===== config.mk =====
export PLATFORM = sky130hd
export DESIGN_NAME = nearest_free_slot_allocator_flat
export DESIGN_NICKNAME = d
export VERILOG_FILES = /design/src/design/nfs_pkg.sv /design/src/design/nfs_req_if.sv /design/src/design/nfs_rsp_if.sv /design/src/design/nearest_free_slot_allocator.sv /design/src/design/nfs_ram.sv /design/src/design/nfs_dist.sv /design/src/flat_wrapper.sv
export SDC_FILE = /design/constraint.sdc
export NUM_CORES = 1
export LEC_CHECK = 0
export ABC_AREA = 1
export BUFFER_PORTS_ARGS = -buffer_cell sky130_fd_sc_hd__buf_2
export CORE_AREA = 5 5 173 175
export CTS_CLUSTER_SIZE = 10
export DETAILED_ROUTE_END_ITERATION = 6
export DIE_AREA = 0 0 178 180
export PLACE_DENSITY = 0.69
export SLEW_MARGIN = 20
export SYNTH_ARGS = -nofsm -noshare
export SYNTH_HDL_FRONTEND = slang
export SYNTH_SLANG_ARGS = --single-unit

===== constraint.sdc =====
create_clock -name clock -period 5.5 [get_ports clock]
set_clock_uncertainty 0.2 [all_clocks]
set_input_delay 1.1 -clock clock [delete_from_list [all_inputs] [get_ports clock]]
set_output_delay 1.1 -clock clock [all_outputs]
set_load 0.02 [all_outputs]

===== src/design/nfs_pkg.sv =====
// Shared types, widths and codes for the nearest free slot allocator.
// Used by the channel interfaces, the slot RAM, the distance unit and the top level.
`default_nettype none

package nfs_pkg;

   localparam int MAX_COLS_DEF = 16;
   localparam int MAX_ROWS_DEF = 8;

   // Field widths of the channels and the register port
   localparam int KIND_W     = 1;
   localparam int SX_W       = 5;
   localparam int SY_W       = 4;
   localparam int STATUS_W   = 3;
   localparam int CSR_IDX_W  = 2;
   localparam int CSR_DATA_W = 5;
   localparam int COUNT_W    = 8;
   localparam int CMP_W      = 8;

   localparam logic [KIND_W-1:0] KIND_ALLOC   = 1'b0;
   localparam logic [KIND_W-1:0] KIND_RELEASE = 1'b1;

   localparam logic [4:0] GRID_COLUMNS_RST = 5'd16;
   localparam logic [3:0] GRID_ROWS_RST    = 4'd8;
   localparam logic [4:0] REF_X_RST        = 5'd1;
   localparam logic [3:0] REF_Y_RST        = 4'd1;

   typedef enum logic [STATUS_W-1:0] {
      STAT_ALLOCATED      = 3'd0,
      STAT_FULL           = 3'd1,
      STAT_RELEASED       = 3'd2,
      STAT_ALREADY_FREE   = 3'd3,
      STAT_NONE_ALLOCATED = 3'd4,
      STAT_OFF_GRID       = 3'd5
   } status_type;

   typedef enum logic [CSR_IDX_W-1:0] {
      CSR_GRID_COLUMNS = 2'd0,
      CSR_GRID_ROWS    = 2'd1,
      CSR_REF_X        = 2'd2,
      CSR_REF_Y        = 2'd3
   } csr_index_type;

   typedef enum logic [2:0] {
      S_CLEAR,
      S_IDLE,
      S_SCAN,
      S_SCAN_LAST,
      S_ALLOC,
      S_REL_RD,
      S_REL_CHK,
      S_DONE
   } state_type;

   function automatic int addr_width(input int depth);
      return (depth > 1) ? $clog2(depth) : 1;
   endfunction

endpackage

`default_nettype wire


===== src/design/nfs_req_if.sv =====
// Request channel: valid/ready handshake carrying one allocate or release word.
// Depends on nfs_pkg for field widths.
`default_nettype none

interface nfs_req_if;
   logic                        valid;
   logic                        ready;
   logic [nfs_pkg::KIND_W-1:0] kind;
   logic [nfs_pkg::SX_W-1:0]   slot_x;
   logic [nfs_pkg::SY_W-1:0]   slot_y;

   modport source (output valid, output kind, output slot_x, output slot_y, input ready);
   modport sink   (input valid, input kind, input slot_x, input slot_y, output ready);
endinterface

`default_nettype wire


===== src/design/nfs_rsp_if.sv =====
// Response channel: valid/ready handshake carrying one status word per request.
// Depends on nfs_pkg for field widths.
`default_nettype none

interface nfs_rsp_if;
   logic                          valid;
   logic                          ready;
   logic [nfs_pkg::STATUS_W-1:0] status;
   logic [nfs_pkg::SX_W-1:0]     got_x;
   logic [nfs_pkg::SY_W-1:0]     got_y;

   modport source (output valid, output status, output got_x, output got_y, input ready);
   modport sink   (input valid, input status, input got_x, input got_y, output ready);
endinterface

`default_nettype wire


===== src/design/nearest_free_slot_allocator.sv =====
// Nearest free slot allocator: top level with sequencer, slot map and register file.
// Depends on nfs_pkg, nfs_req_if, nfs_rsp_if, nfs_ram and nfs_dist.
`default_nettype none

// An allocate word walks every slot of the active grid in row-major order, one slot per
// cycle: the slot map RAM is read and the shared distance unit scores the same slot, and
// the running minimum keeps the first slot with the smallest squared distance. One word
// is in flight at a time and req ready is low meanwhile; a finished response waits in
// the output register and does not stall the next request until its result is ready.
// After reset a clearing pass writes every entry of the slot map with req ready low;
// register writes are taken throughout.
module nearest_free_slot_allocator #(
   parameter int MAX_COLS = nfs_pkg::MAX_COLS_DEF,
   parameter int MAX_ROWS = nfs_pkg::MAX_ROWS_DEF
) (
   input  wire logic                           clock,
   input  wire logic                           reset,
   nfs_req_if.sink                             req_chan,
   nfs_rsp_if.source                           rsp_chan,
   input  wire logic                           csr_we,
   input  wire logic [nfs_pkg::CSR_IDX_W-1:0]  csr_index,
   input  wire logic [nfs_pkg::CSR_DATA_W-1:0] csr_wdata
);

   localparam int SLOT_TOTAL = MAX_COLS * MAX_ROWS;
   localparam int AW  = nfs_pkg::addr_width(SLOT_TOTAL);
   localparam int XW  = $clog2(MAX_COLS + 1);
   localparam int YW  = $clog2(MAX_ROWS + 1);
   localparam int DXW = (XW > nfs_pkg::SX_W) ? XW : nfs_pkg::SX_W;
   localparam int DYW = (YW > nfs_pkg::SY_W) ? YW : nfs_pkg::SY_W;
   localparam int DW  = 2 * ((DXW > DYW) ? DXW : DYW) + 1;
   localparam int CW  = nfs_pkg::CMP_W;
   localparam int NW  = nfs_pkg::COUNT_W;

   nfs_pkg::state_type state_ff, state_in;

   // Register file
   logic [nfs_pkg::SX_W-1:0] cols_cfg_ff;
   logic [nfs_pkg::SY_W-1:0] rows_cfg_ff;
   logic [nfs_pkg::SX_W-1:0] ref_x_ff;
   logic [nfs_pkg::SY_W-1:0] ref_y_ff;

   // Latched request
   logic [nfs_pkg::SX_W-1:0] sx_ff;
   logic [nfs_pkg::SY_W-1:0] sy_ff;

   // Scan counters and pipeline stage aligned with RAM read and distance unit
   logic [XW-1:0] x_ff, px_ff;
   logic [YW-1:0] y_ff, py_ff;
   logic          p_ff;

   // Running minimum
   logic          found_ff;
   logic [DW-1:0] best_d_ff;
   logic [XW-1:0] bx_ff;
   logic [YW-1:0] by_ff;

   logic [NW-1:0] count_ff;
   logic [AW-1:0] clr_addr_ff;

   // Result of the current word and the output register
   nfs_pkg::status_type      res_status_ff;
   logic [nfs_pkg::SX_W-1:0] res_x_ff;
   logic [nfs_pkg::SY_W-1:0] res_y_ff;
   logic                     rsp_valid_ff;
   nfs_pkg::status_type      rsp_status_ff;
   logic [nfs_pkg::SX_W-1:0] rsp_x_ff;
   logic [nfs_pkg::SY_W-1:0] rsp_y_ff;

   logic [XW-1:0] cols_act;
   logic [YW-1:0] rows_act;
   logic          off_grid;
   logic          req_fire;
   logic          issue;
   logic          rsp_load;
   logic          better;
   logic [AW-1:0] scan_addr, rel_addr, best_addr;
   logic          ram_we;
   logic [AW-1:0] ram_waddr, ram_raddr;
   logic          ram_wdata;
   logic          ram_rdata;
   logic [DW-1:0] sq_dist;

   // Clamp the configured grid to 1..MAX
   always_comb begin
      if (cols_cfg_ff == '0) begin
         cols_act = XW'(1);
      end else if (CW'(cols_cfg_ff) > CW'(MAX_COLS)) begin
         cols_act = XW'(MAX_COLS);
      end else begin
         cols_act = XW'(cols_cfg_ff);
      end
      if (rows_cfg_ff == '0) begin
         rows_act = YW'(1);
      end else if (CW'(rows_cfg_ff) > CW'(MAX_ROWS)) begin
         rows_act = YW'(MAX_ROWS);
      end else begin
         rows_act = YW'(rows_cfg_ff);
      end
   end

   assign off_grid = (sx_ff == '0) || (CW'(sx_ff) > CW'(cols_act)) ||
                     (sy_ff == '0) || (CW'(sy_ff) > CW'(rows_act));

   assign scan_addr = AW'((int'(y_ff) - 1) * MAX_COLS + int'(x_ff) - 1);
   assign rel_addr  = AW'((int'(sy_ff) - 1) * MAX_COLS + int'(sx_ff) - 1);
   assign best_addr = AW'((int'(by_ff) - 1) * MAX_COLS + int'(bx_ff) - 1);

   assign req_chan.ready = (state_ff == nfs_pkg::S_IDLE);
   assign req_fire       = req_chan.valid && req_chan.ready;
   assign better         = p_ff && !ram_rdata && (!found_ff || (sq_dist < best_d_ff));

   // Sequencer
   always_comb begin
      state_in  = state_ff;
      issue     = 1'b0;
      rsp_load  = 1'b0;
      ram_we    = 1'b0;
      ram_waddr = clr_addr_ff;
      ram_wdata = 1'b0;
      ram_raddr = scan_addr;
      unique case (state_ff)
         nfs_pkg::S_CLEAR: begin
            ram_we = 1'b1;
            if (clr_addr_ff == AW'(SLOT_TOTAL - 1)) begin
               state_in = nfs_pkg::S_IDLE;
            end
         end
         nfs_pkg::S_IDLE: begin
            if (req_fire) begin
               state_in = (req_chan.kind == nfs_pkg::KIND_RELEASE) ?
                          nfs_pkg::S_REL_RD : nfs_pkg::S_SCAN;
            end
         end
         nfs_pkg::S_SCAN: begin
            issue = 1'b1;
            if ((x_ff == cols_act) && (y_ff == rows_act)) begin
               state_in = nfs_pkg::S_SCAN_LAST;
            end
         end
         nfs_pkg::S_SCAN_LAST: begin
            // last slot leaves the pipeline this cycle
            state_in = nfs_pkg::S_ALLOC;
         end
         nfs_pkg::S_ALLOC: begin
            if (found_ff) begin
               ram_we    = 1'b1;
               ram_waddr = best_addr;
               ram_wdata = 1'b1;
            end
            state_in = nfs_pkg::S_DONE;
         end
         nfs_pkg::S_REL_RD: begin
            ram_raddr = rel_addr;
            if ((count_ff == '0) || off_grid) begin
               state_in = nfs_pkg::S_DONE;
            end else begin
               state_in = nfs_pkg::S_REL_CHK;
            end
         end
         nfs_pkg::S_REL_CHK: begin
            if (ram_rdata) begin
               ram_we    = 1'b1;
               ram_waddr = rel_addr;
               ram_wdata = 1'b0;
            end
            state_in = nfs_pkg::S_DONE;
         end
         nfs_pkg::S_DONE: begin
            // hold until the output register is free
            if (!rsp_valid_ff || rsp_chan.ready) begin
               rsp_load = 1'b1;
               state_in = nfs_pkg::S_IDLE;
            end
         end
      endcase
   end

   // Control registers
   always_ff @(posedge clock) begin
      if (reset) begin
         state_ff     <= nfs_pkg::S_CLEAR;
         clr_addr_ff  <= '0;
         p_ff         <= 1'b0;
         found_ff     <= 1'b0;
         count_ff     <= '0;
         rsp_valid_ff <= 1'b0;
         cols_cfg_ff  <= nfs_pkg::GRID_COLUMNS_RST;
         rows_cfg_ff  <= nfs_pkg::GRID_ROWS_RST;
         ref_x_ff     <= nfs_pkg::REF_X_RST;
         ref_y_ff     <= nfs_pkg::REF_Y_RST;
      end else begin
         state_ff <= state_in;
         p_ff     <= issue;
         if (state_ff == nfs_pkg::S_CLEAR) begin
            clr_addr_ff <= clr_addr_ff + AW'(1);
         end
         if (req_fire) begin
            found_ff <= 1'b0;
         end else if (better) begin
            found_ff <= 1'b1;
         end
         if ((state_ff == nfs_pkg::S_ALLOC) && found_ff) begin
            count_ff <= count_ff + NW'(1);
         end else if ((state_ff == nfs_pkg::S_REL_CHK) && ram_rdata) begin
            count_ff <= count_ff - NW'(1);
         end
         if (rsp_load) begin
            rsp_valid_ff <= 1'b1;
         end else if (rsp_chan.ready) begin
            rsp_valid_ff <= 1'b0;
         end
         if (csr_we) begin
            unique case (nfs_pkg::csr_index_type'(csr_index))
               nfs_pkg::CSR_GRID_COLUMNS: cols_cfg_ff <= csr_wdata[nfs_pkg::SX_W-1:0];
               nfs_pkg::CSR_GRID_ROWS:    rows_cfg_ff <= csr_wdata[nfs_pkg::SY_W-1:0];
               nfs_pkg::CSR_REF_X:        ref_x_ff    <= csr_wdata[nfs_pkg::SX_W-1:0];
               nfs_pkg::CSR_REF_Y:        ref_y_ff    <= csr_wdata[nfs_pkg::SY_W-1:0];
            endcase
         end
      end
   end

   // Payload registers
   always_ff @(posedge clock) begin
      if (req_fire) begin
         sx_ff <= req_chan.slot_x;
         sy_ff <= req_chan.slot_y;
         x_ff  <= XW'(1);
         y_ff  <= YW'(1);
      end else if (issue) begin
         if (x_ff == cols_act) begin
            x_ff <= XW'(1);
            y_ff <= y_ff + YW'(1);
         end else begin
            x_ff <= x_ff + XW'(1);
         end
      end
      px_ff <= x_ff;
      py_ff <= y_ff;
      if (better) begin
         best_d_ff <= sq_dist;
         bx_ff     <= px_ff;
         by_ff     <= py_ff;
      end
      unique case (state_ff)
         nfs_pkg::S_ALLOC: begin
            res_status_ff <= found_ff ? nfs_pkg::STAT_ALLOCATED : nfs_pkg::STAT_FULL;
            res_x_ff      <= found_ff ? nfs_pkg::SX_W'(bx_ff) : '0;
            res_y_ff      <= found_ff ? nfs_pkg::SY_W'(by_ff) : '0;
         end
         nfs_pkg::S_REL_RD: begin
            res_status_ff <= (count_ff == '0) ? nfs_pkg::STAT_NONE_ALLOCATED :
                                                nfs_pkg::STAT_OFF_GRID;
            res_x_ff      <= '0;
            res_y_ff      <= '0;
         end
         nfs_pkg::S_REL_CHK: begin
            res_status_ff <= ram_rdata ? nfs_pkg::STAT_RELEASED :
                                         nfs_pkg::STAT_ALREADY_FREE;
         end
         default: begin
         end
      endcase
      if (rsp_load) begin
         rsp_status_ff <= res_status_ff;
         rsp_x_ff      <= res_x_ff;
         rsp_y_ff      <= res_y_ff;
      end
   end

   assign rsp_chan.valid  = rsp_valid_ff;
   assign rsp_chan.status = rsp_status_ff;
   assign rsp_chan.got_x  = rsp_x_ff;
   assign rsp_chan.got_y  = rsp_y_ff;

   nfs_ram #(
      .WIDTH (1),
      .DEPTH (SLOT_TOTAL)
   ) u_slot_map (
      .clock (clock),
      .we    (ram_we),
      .waddr (ram_waddr),
      .wdata (ram_wdata),
      .raddr (ram_raddr),
      .rdata (ram_rdata)
   );

   nfs_dist #(
      .XW (XW),
      .YW (YW),
      .DW (DW)
   ) u_dist (
      .clock    (clock),
      .x        (x_ff),
      .y        (y_ff),
      .ref_x    (ref_x_ff),
      .ref_y    (ref_y_ff),
      .dist_out (sq_dist)
   );

`ifndef SYNTH
   a_busy_after_accept: assert property (@(posedge clock) disable iff (reset)
      (req_chan.valid && req_chan.ready) |=> !req_chan.ready)
      else $error("request accepted while a word is in progress");

   a_alloc_coords: assert property (@(posedge clock) disable iff (reset)
      (rsp_chan.valid && (rsp_chan.status == nfs_pkg::STAT_ALLOCATED)) |->
      ((rsp_chan.got_x != '0) && (rsp_chan.got_y != '0)))
      else $error("allocated slot has zero coordinate");

   a_other_coords_zero: assert property (@(posedge clock) disable iff (reset)
      (rsp_chan.valid && (rsp_chan.status != nfs_pkg::STAT_ALLOCATED)) |->
      ((rsp_chan.got_x == '0) && (rsp_chan.got_y == '0)))
      else $error("coordinates set on a non-allocate status");

   a_count_on_alloc: assert property (@(posedge clock) disable iff (reset)
      ((state_ff == nfs_pkg::S_ALLOC) && found_ff) |=>
      (count_ff == NW'($past(count_ff) + NW'(1))))
      else $error("used count not advanced on allocation");
`endif

endmodule

`default_nettype wire


===== src/design/nfs_ram.sv =====
// Generic simple dual-port RAM: one write port, one read port with registered data.
// Depends on nfs_pkg for the address width function.
`default_nettype none

module nfs_ram #(
   parameter int WIDTH = 1,
   parameter int DEPTH = 2
) (
   input  wire logic                                   clock,
   input  wire logic                                   we,
   input  wire logic [nfs_pkg::addr_width(DEPTH)-1:0] waddr,
   input  wire logic [WIDTH-1:0]                       wdata,
   input  wire logic [nfs_pkg::addr_width(DEPTH)-1:0] raddr,
   output      logic [WIDTH-1:0]                       rdata
);

   logic [WIDTH-1:0] mem_ff [DEPTH];
   logic [WIDTH-1:0] rdata_ff;

   always_ff @(posedge clock) begin
      if (we) begin
         mem_ff[waddr] <= wdata;
      end
      rdata_ff <= mem_ff[raddr];
   end

   assign rdata = rdata_ff;

endmodule

`default_nettype wire


===== src/design/nfs_dist.sv =====
// Shared distance unit: squared Euclidean distance of one slot to the reference point.
// One result per cycle, registered. Depends on nfs_pkg for the reference widths.
`default_nettype none

module nfs_dist #(
   parameter int XW = 5,
   parameter int YW = 4,
   parameter int DW = 11
) (
   input  wire logic                     clock,
   input  wire logic [XW-1:0]            x,
   input  wire logic [YW-1:0]            y,
   input  wire logic [nfs_pkg::SX_W-1:0] ref_x,
   input  wire logic [nfs_pkg::SY_W-1:0] ref_y,
   output      logic [DW-1:0]            dist_out
);

   localparam int DXW = (XW > nfs_pkg::SX_W) ? XW : nfs_pkg::SX_W;
   localparam int DYW = (YW > nfs_pkg::SY_W) ? YW : nfs_pkg::SY_W;

   logic [DXW-1:0] xe, rxe, dx;
   logic [DYW-1:0] ye, rye, dy;
   logic [DW-1:0]  dist_in;
   logic [DW-1:0]  dist_ff;

   always_comb begin
      xe      = DXW'(x);
      rxe     = DXW'(ref_x);
      ye      = DYW'(y);
      rye     = DYW'(ref_y);
      dx      = (xe > rxe) ? (xe - rxe) : (rxe - xe);
      dy      = (ye > rye) ? (ye - rye) : (rye - ye);
      dist_in = DW'(dx) * DW'(dx) + DW'(dy) * DW'(dy);
   end

   always_ff @(posedge clock) begin
      dist_ff <= dist_in;
   end

   assign dist_out = dist_ff;

endmodule

`default_nettype wire

===== src/flat_wrapper.sv =====
// flat-port wrapper written by rule: the top's interface ports become plain ports
module nearest_free_slot_allocator_flat 
#(
   parameter int MAX_COLS = nfs_pkg::MAX_COLS_DEF,
   parameter int MAX_ROWS = nfs_pkg::MAX_ROWS_DEF
)
  (clock, reset, csr_we, csr_index, csr_wdata, req_chan_valid, req_chan_kind, req_chan_slot_x, req_chan_slot_y, req_chan_ready, rsp_chan_valid, rsp_chan_status, rsp_chan_got_x, rsp_chan_got_y, rsp_chan_ready);
  nfs_req_if req_chan_i ();
  nfs_rsp_if rsp_chan_i ();
  input  wire logic clock;
  input  wire logic reset;
  input  wire logic csr_we;
  input  wire logic [nfs_pkg::CSR_IDX_W-1:0] csr_index;
  input  wire logic [nfs_pkg::CSR_DATA_W-1:0] csr_wdata;
  input wire logic [$bits(req_chan_i.valid)-1:0] req_chan_valid;
  input wire logic [$bits(req_chan_i.kind)-1:0] req_chan_kind;
  input wire logic [$bits(req_chan_i.slot_x)-1:0] req_chan_slot_x;
  input wire logic [$bits(req_chan_i.slot_y)-1:0] req_chan_slot_y;
  output wire logic [$bits(req_chan_i.ready)-1:0] req_chan_ready;
  output wire logic [$bits(rsp_chan_i.valid)-1:0] rsp_chan_valid;
  output wire logic [$bits(rsp_chan_i.status)-1:0] rsp_chan_status;
  output wire logic [$bits(rsp_chan_i.got_x)-1:0] rsp_chan_got_x;
  output wire logic [$bits(rsp_chan_i.got_y)-1:0] rsp_chan_got_y;
  input wire logic [$bits(rsp_chan_i.ready)-1:0] rsp_chan_ready;
  assign req_chan_i.valid = req_chan_valid;
  assign req_chan_i.kind = req_chan_kind;
  assign req_chan_i.slot_x = req_chan_slot_x;
  assign req_chan_i.slot_y = req_chan_slot_y;
  assign req_chan_ready = req_chan_i.ready;
  assign rsp_chan_valid = rsp_chan_i.valid;
  assign rsp_chan_status = rsp_chan_i.status;
  assign rsp_chan_got_x = rsp_chan_i.got_x;
  assign rsp_chan_got_y = rsp_chan_i.got_y;
  assign rsp_chan_i.ready = rsp_chan_ready;
  nearest_free_slot_allocator #(.MAX_COLS(MAX_COLS), .MAX_ROWS(MAX_ROWS)) u_core (.clock(clock), .reset(reset), .req_chan(req_chan_i), .rsp_chan(rsp_chan_i), .csr_we(csr_we), .csr_index(csr_index), .csr_wdata(csr_wdata));
endmodule

==> results of run 1 <==
==> per-layer routing <==
| metal | up-vias | part of all wire | GRT usage |
|---|---|---|---|
| met5 | - | 0 | 0 |
| li1 | 5167 | - | - |
| met3 | 69 | 0.071 | 0.0284 |
| met2 | 350 | 0.47 | 0.328 |
| met4 | 0 | 0.033 | 0.0647 |
| met1 | 4857 | 0.42 | 0.262 |
==> sequential cells by signal, indices dropped and copies added (netlist names), 4 cells and up <==
name                      count
u_core.bx_ff                  5
u_core.cols_cfg_ff            5
u_core.clr_addr_ff            7
u_core.ref_y_ff               4
u_core.sx_ff                  5
u_core.res_x_ff               5
u_core.rsp_chan.got_y         4
u_core.best_d_ff             11
u_core.sy_ff                  4
u_core.x_ff                   5
u_core.by_ff                  4
u_core.px_ff                  5
u_core.ref_x_ff               5
u_core.rows_cfg_ff            4
u_core.u_slot_map.mem_ff    128
u_core.u_dist.dist_out       11
u_core.py_ff                  4
u_core.count_ff               8
u_core.rsp_chan.got_x         5
u_core.y_ff                   4
u_core.res_y_ff               4
==> worst max path at each step <==
| stage | start | to | slack [ns] | cells after the start |
|---|---|---|---|---|
| after floorplan | u_core.x_ff[2] | u_core.u_dist.dist_out[8] | 0.07 | 26 |
| after global placement | u_core.x_ff[2] | u_core.u_dist.dist_out[8] | 0.24 | 25 |
| after detailed placement | u_core.x_ff[2] | u_core.u_dist.dist_out[8] | 0.11 | 26 |
| after CTS | u_core.x_ff[2] | u_core.u_dist.dist_out[8] | 0.09 | 26 |
| after global routing | u_core.x_ff[2] | u_core.u_dist.dist_out[8] | 0.002 | 26 |
| final | u_core.x_ff[2] | u_core.u_dist.dist_out[8] | 0.28 | 26 |
==> synth_stat cells, types with 10 or more instances <==
cell type / n
xnor2_1: 12
fa_1: 22
nand3b_1: 23
o21ai_0: 52
xor2_1: 24
inv_2: 11
nand2_2: 12
inv_1: 262
buf_2: 19
nor2_1: 207
nand3_1: 155
clkbuf_1: 10
nor3_1: 12
dfxtp_1: 69
ha_1: 86
edfxtp_1: 181
a21oi_1: 61
nand2_1: 235
==> repair_timing <==
action / CTS / global route
buffers inserted: 0 / 2
gates resized for setup: 0 / 12
setup endpoints to repair: 0 / 4
==> area by class of cell <==
class                      instances  area share
sequential                       250       0.437
multi-input combinational        986       0.392
inverter                         274      0.0663
clock buffer                      53      0.0543
tap                              384      0.0308
timing repair buffer              51      0.0192
clock inverter                     1    0.000562
==> power breakdown <==
group          switching [mW]  leakage [nW]  total (mW)  internal (mW)
sequential             0.0921          2.08        2.31           2.22
combinational            3.32          4.28        5.07           1.75
clock                   0.707         0.407        1.73           1.03
total                    4.12          6.77        9.12           5.00
==> metrics by stage <==
| stage | hold slack (ns) | power, mW |
|---|---|---|
| floorplan | 0.178 | 6.01 |
| global placement | 0.185 | 7.19 |
| detailed placement | 0.189 | 7.34 |
| CTS | 0.198 | 9.10 |
| global route | 0.213 | 10.0 |
| finish | 0.199 | 9.12 |
==> placed cells by master (no fill, tap or decap), types with 6 or more instances in the layout <==
master       n
fa_1        21
nand2_1    231
nand3_4      9
nand4_4      6
inv_2       12
nor2_1     206
xnor2_1     12
nand2_2     16
buf_4       15
clkbuf_1    22
dfxtp_1     69
o21bai_1     9
a21oi_1     60
clkbuf_16   30
nand4_1      8
buf_2       35
edfxtp_1   181
xor2_1      24
ha_1        85
nand3b_1    23
o21ai_0     48
nand3_1    155
inv_1      261
nor3_1      12
==> kinds of logic after synthesis <==
kind of cell	Yosys count
and+or+nand+nor	683
buffers and inverters	315
DFF	250
AOI/OAI and AO/OA	158
adders and majority gates	108
xor gates and xnor gates	36
muxes	1
==> impl_results.md, run 1 <==
- DR pass1 iterations: 5
- Final Hold Fails: 0
- Post-Syn Instances: 1551
- Die Area: between 0.03 and 0.04 mm2
- Synth top area cells: edfxtp_1, dfxtp_1, ha_1, inv_1, nand2_1
- HP Class: flip-flop to flip-flop
- Adder-cell share of the synthesized area: 0.107
- CP dominant cell by count: inv_1
- # DRC: 0
- Post-synthesis register bit count: 250
- Nature of the critical path startpoint: flip-flop
- Core Region: approximately 0.028 mm2
- CTS tree: done
- Ys Warns: 0
- RSZ-0062 raised after global routing: no
- Worst slew pin tran: 1.09 ns
- First-pass GRT wire length: around 50000 um
- Placed insts: slightly below 2k
- Simple-gate share of the synthesized area: 0.230
- Fin crit share: 0.949
- Worst Hold End: u_core.bx_ff[4]
- Power Density: 585 mW/mm2
- Hold path startpoint: u_core.px_ff[4]
- Reg2reg end: u_core.u_dist.dist_out[8]
- Layout Nets: around 1.7k
- Mux contribution to synthesized area: 0.000797
- CTS Hold Bufs: 0
- Leakage: roughly 6.8 nW
- Register area: 0.00682 mm2
- CP required: 5.71 ns
- Final min period: between 5 and 6 ns
- Layout Cells excl Fill: between 1.5k and 2k
- Setup WS post-layout: approximately 0.28 ns
- IO buf count: 35
- Number of flops mapped to enable cells by yosys: about 180
- Distinct cells, synth: 58
- Slew Viols, Final: 0
- Largest stage delay, worst path: around 0.53 ns
- Placed Area: roughly 0.015 mm2
- CTS clock-pin slew for the worst setup and hold paths: around 0.050 ns
- Clk sinks: 250
- Setup_tns: 0 ns
- Main synth FF type: edfxtp_1
- Vias in the first global route: between 10k and 15k
- Synth Area in XOR/XNOR: 0.0223
- Slew Limit Headroom: 0.269
- Utilization after layout: 0.551
- Ant diodes: 0
- FMAX: between 150 and 200 MHz
- Post-layout instance area: around 0.016 mm2
- Pin count of the biggest net entering global routing: around 130
- Die height: around 180 um
- Post-synth top area share: 0.385
- Row cnt: a little over 60
- Clock Latency Late Sink: approximately 0.55 ns
- R2R Path Start: u_core.x_ff[2]
- Ports: 36
- Starting Density: 0.499
- Worst vdd rail ir drop: around 0.00075 V
- Vias/cell: around 5.2
- Fraction of layout cells with a size suffix above 1: 0.0997
- Area leader, netlist: edfxtp_1
- H-tree depth reported by CTS: 1
- Wire length per cell: ~16 um
- Critical path type: flip-flop to flip-flop
- Syn-to-layout area delta: 10.4%
- Die width: 178 um
- CP max FO: 6
- R2R depth: 26
- Flop2flop setup slack: between 0.2 and 0.3 ns
- Synth Area in Compound Gates: 0.0679
- Largest family of logic cells by synthesized area: simple AND/OR/NAND/NOR gates
- Initial antenna violation count: 0
- Worst path slowest cell: fa_1
- Register area share after synthesis: 0.483
- Crit end category: flip-flop
- Initial DRC Count: between 900 and 1k
- Outcome: finished clean
- Fillers: 2511
- GRT overflow: 0
- Multi-input logic area: a little over 0.006 mm2
- Worst slack, placed: 0.105 ns
- Detailed Route WL: 31400 um
- Total GRT Usage: 0.196
- Crit-path leading delay family: adder cells
- Buffers plus inverters on the worst setup path: 8
- Post-Syn Nets: around 1.7k
- Final setup viols: 0
- WHS Path Cells: 0
- CTS Buffer Depth: 3
- Post-synth ARST share: 0
- Root Driver: clkbuf_16
- Gpl congestion: 0.893
- Post-Syn Area per Cell: just over 9 um2
- Vias post-DR: between 10k and 15k
- Post-Syn Area: ~0.014 mm2
- Num CTS Buffers: 29
- Hpwl dp: 21200 um
- CP arrival: roughly 5.4 ns
- Max cap viols: 0
- Antenna viol nets, final: 0
Power figures use the tool's default switching activity.
==> run 2, diff against run 1 <==
CTS_BUF_LIST = sky130_fd_sc_hd__clkbuf_4   (was not set)
==> impl_results.md, run 2 (synthesized netlist as in run 1, its figures left out) <==
- Initial DRC Count: 816
- Root Driver: clkbuf_4
- DR pass1 iterations: 7
- Hold path startpoint: u_core.px_ff[0]
- Layout Cells excl Fill: 2061
- CP required: 5.80 ns
- Critical path type: flip-flop to flip-flop
- Pin count of the biggest net entering global routing: between 100 and 150
- Fin crit share: 0.952
- Switching Share: 0.455
- Ports: 36
- First-pass GRT wire length: around 52000 um
- Vias in the first global route: between 10k and 15k
- Setup_tns: 0 ns
- Total power: ~9.1 mW
- Gpl congestion: around 0.9
- Final min period: ~5.2 ns
- Vias/cell: about 5.1
- Detailed Route WL: roughly 32000 um
- Worst slack, placed: ~0.11 ns
- Sw Pwr: around 4.1 mW
- Final setup viols: 0
- Min Hold Slack: slightly above 0.2 ns
- Die Area: about 0.032 mm2
- Fillers: ~2.5k
- Largest Register: u_core.u_slot_map.mem_ff
- Clock share of power: 0.191
- CP max FO: 6
- Wire length per cell: ~15 um
- CTS clock-pin slew for the worst setup and hold paths: about 0.07 ns
- Num CTS Buffers: 66
- Die width: 178 um
- Worst slew pin tran: approximately 1.1 ns
- CTS tree: done
- Placed insts: approximately 2k
- GRT overflow: 0
- CTS Buffer Depth: 3
- Slew Viols, Final: 0
- Vias post-DR: approximately 11k
- Row cnt: between 60 and 70
- Crit path launch: u_core.x_ff[2]
- Multi-input logic area: 0.00610 mm2
- Antenna viol nets, final: 0
- Max FFs per register: about 130
- Layout Nets: approximately 1.8k
- Max cap viols: 0
- Nature of the critical path startpoint: flip-flop
- R2R Path Start: u_core.x_ff[2]
- Internal Power: 4.95 mW
- Syn-to-layout area delta: 10.7%
- Initial antenna violation count: 1
- HP Class: flip-flop to flip-flop
- Leakage: just under 7 nW
- Most frequent cells in the layout: inv_1, nand2_1, nor2_1, edfxtp_1, nand3_1
- CP arrival: around 5.5 ns
- Core Region: roughly 0.028 mm2
- Clk sinks: 250
- Commonest non-fill, non-tap cell in the layout: inv_1
- Starting Density: 0.499
- Clock Latency Late Sink: 0.67 ns
- Combinational share of power: 0.556
- Worst vdd rail ir drop: 0.000757 V
- Die height: 180 um
- Part of the power in registers: 0.254
- Hpwl dp: roughly 21000 um
- # DRC: 0
- Final Hold Fails: 0
- H-tree depth reported by CTS: 3
- Crit end category: flip-flop
- Fraction of layout cells with a size suffix above 1: 0.137
- RSZ-0062 raised after global routing: no
- FMAX: 191 MHz
- Power Density: a little under 600 mW/mm2
- Outcome: finished clean
- IO buf count: 35
- Register area: about 0.0068 mm2
- Total GRT Usage: 0.200
- Slew Limit Headroom: 0.274
- Setup WS post-layout: ~0.26 ns
- CTS Hold Bufs: 0
-- run 2: critical path, stage by stage, from the launching register on --
cell and delay (ns):
dfxtp_1 0.33, inv_1 0.09, ha_1 0.32, buf_4 0.16, a21oi_2 0.05, o21ai_1 0.09
a21oi_1 0.08, o21bai_1 0.18, nand2_2 0.12, inv_2 0.07, nand2_1 0.04, nand2_1 0.09
inv_1 0.08, nor2_2 0.10, inv_1 0.07, fa_1 0.47, fa_1 0.51, inv_1 0.05
fa_1 0.47, inv_1 0.05, fa_1 0.53, inv_1 0.04, ha_1 0.22, fa_2 0.36
nand3_1 0.09, nand3_2 0.08, xor2_1 0.14
-- run 2: layout make-up --
type | count | area share
diodes | 1 | 0.000160
clock buffers | 95 | 0.0456
well taps | 384 | 0.0307
repair buffers | 51 | 0.0191
flip-flops and latches | 250 | 0.436
multi-input cells | 986 | 0.390
clock inverters | 20 | 0.0122
inverters | 274 | 0.0661
-- run 2: final timing paths --
path | end | cells past startpoint | slack (ns)
max | u_core.u_dist.dist_out[8] | 26 | 0.26
min | u_core.bx_ff[0] | 0 | 0.20
max reg2reg | u_core.u_dist.dist_out[8] | 26 | 0.26
min reg2reg | u_core.bx_ff[0] | 0 | 0.20
-- run 2: routing by layer --
layer  GRT usage  share of wire
met3      0.0441          0.067
met2       0.327           0.48
met5           0              0
met1       0.259           0.42
met4      0.0798          0.031
-- run 2: timing repair --
item                                    in CTS  in global routing
setup buffers                                0                  2
gates resized for setup                      0                  9
endpoints found under the setup margin       0                  4
-- run 2: power by group through the flow --
stage | sequential, mW | combinational (mW) | clock, mW
2_1_floorplan | 2.33 | 3.68 | 0
3_3_place_gp | 2.34 | 4.86 | 0
3_5_place_dp | 2.34 | 5.00 | 0
4_1_cts | 2.30 | 5.02 | 1.78
5_1_grt | 2.32 | 5.85 | 1.90
6_report | 2.31 | 5.05 | 1.73
-- run 2: through the flow --
stage | cell area, um2 | util
after floorplan | 14100 | -
after global placement | 14700 | 0.519
after detailed placement | 14700 | 0.519
after CTS | 15600 | 0.551
after global routing | 15600 | 0.552
final | 15600 | 0.552
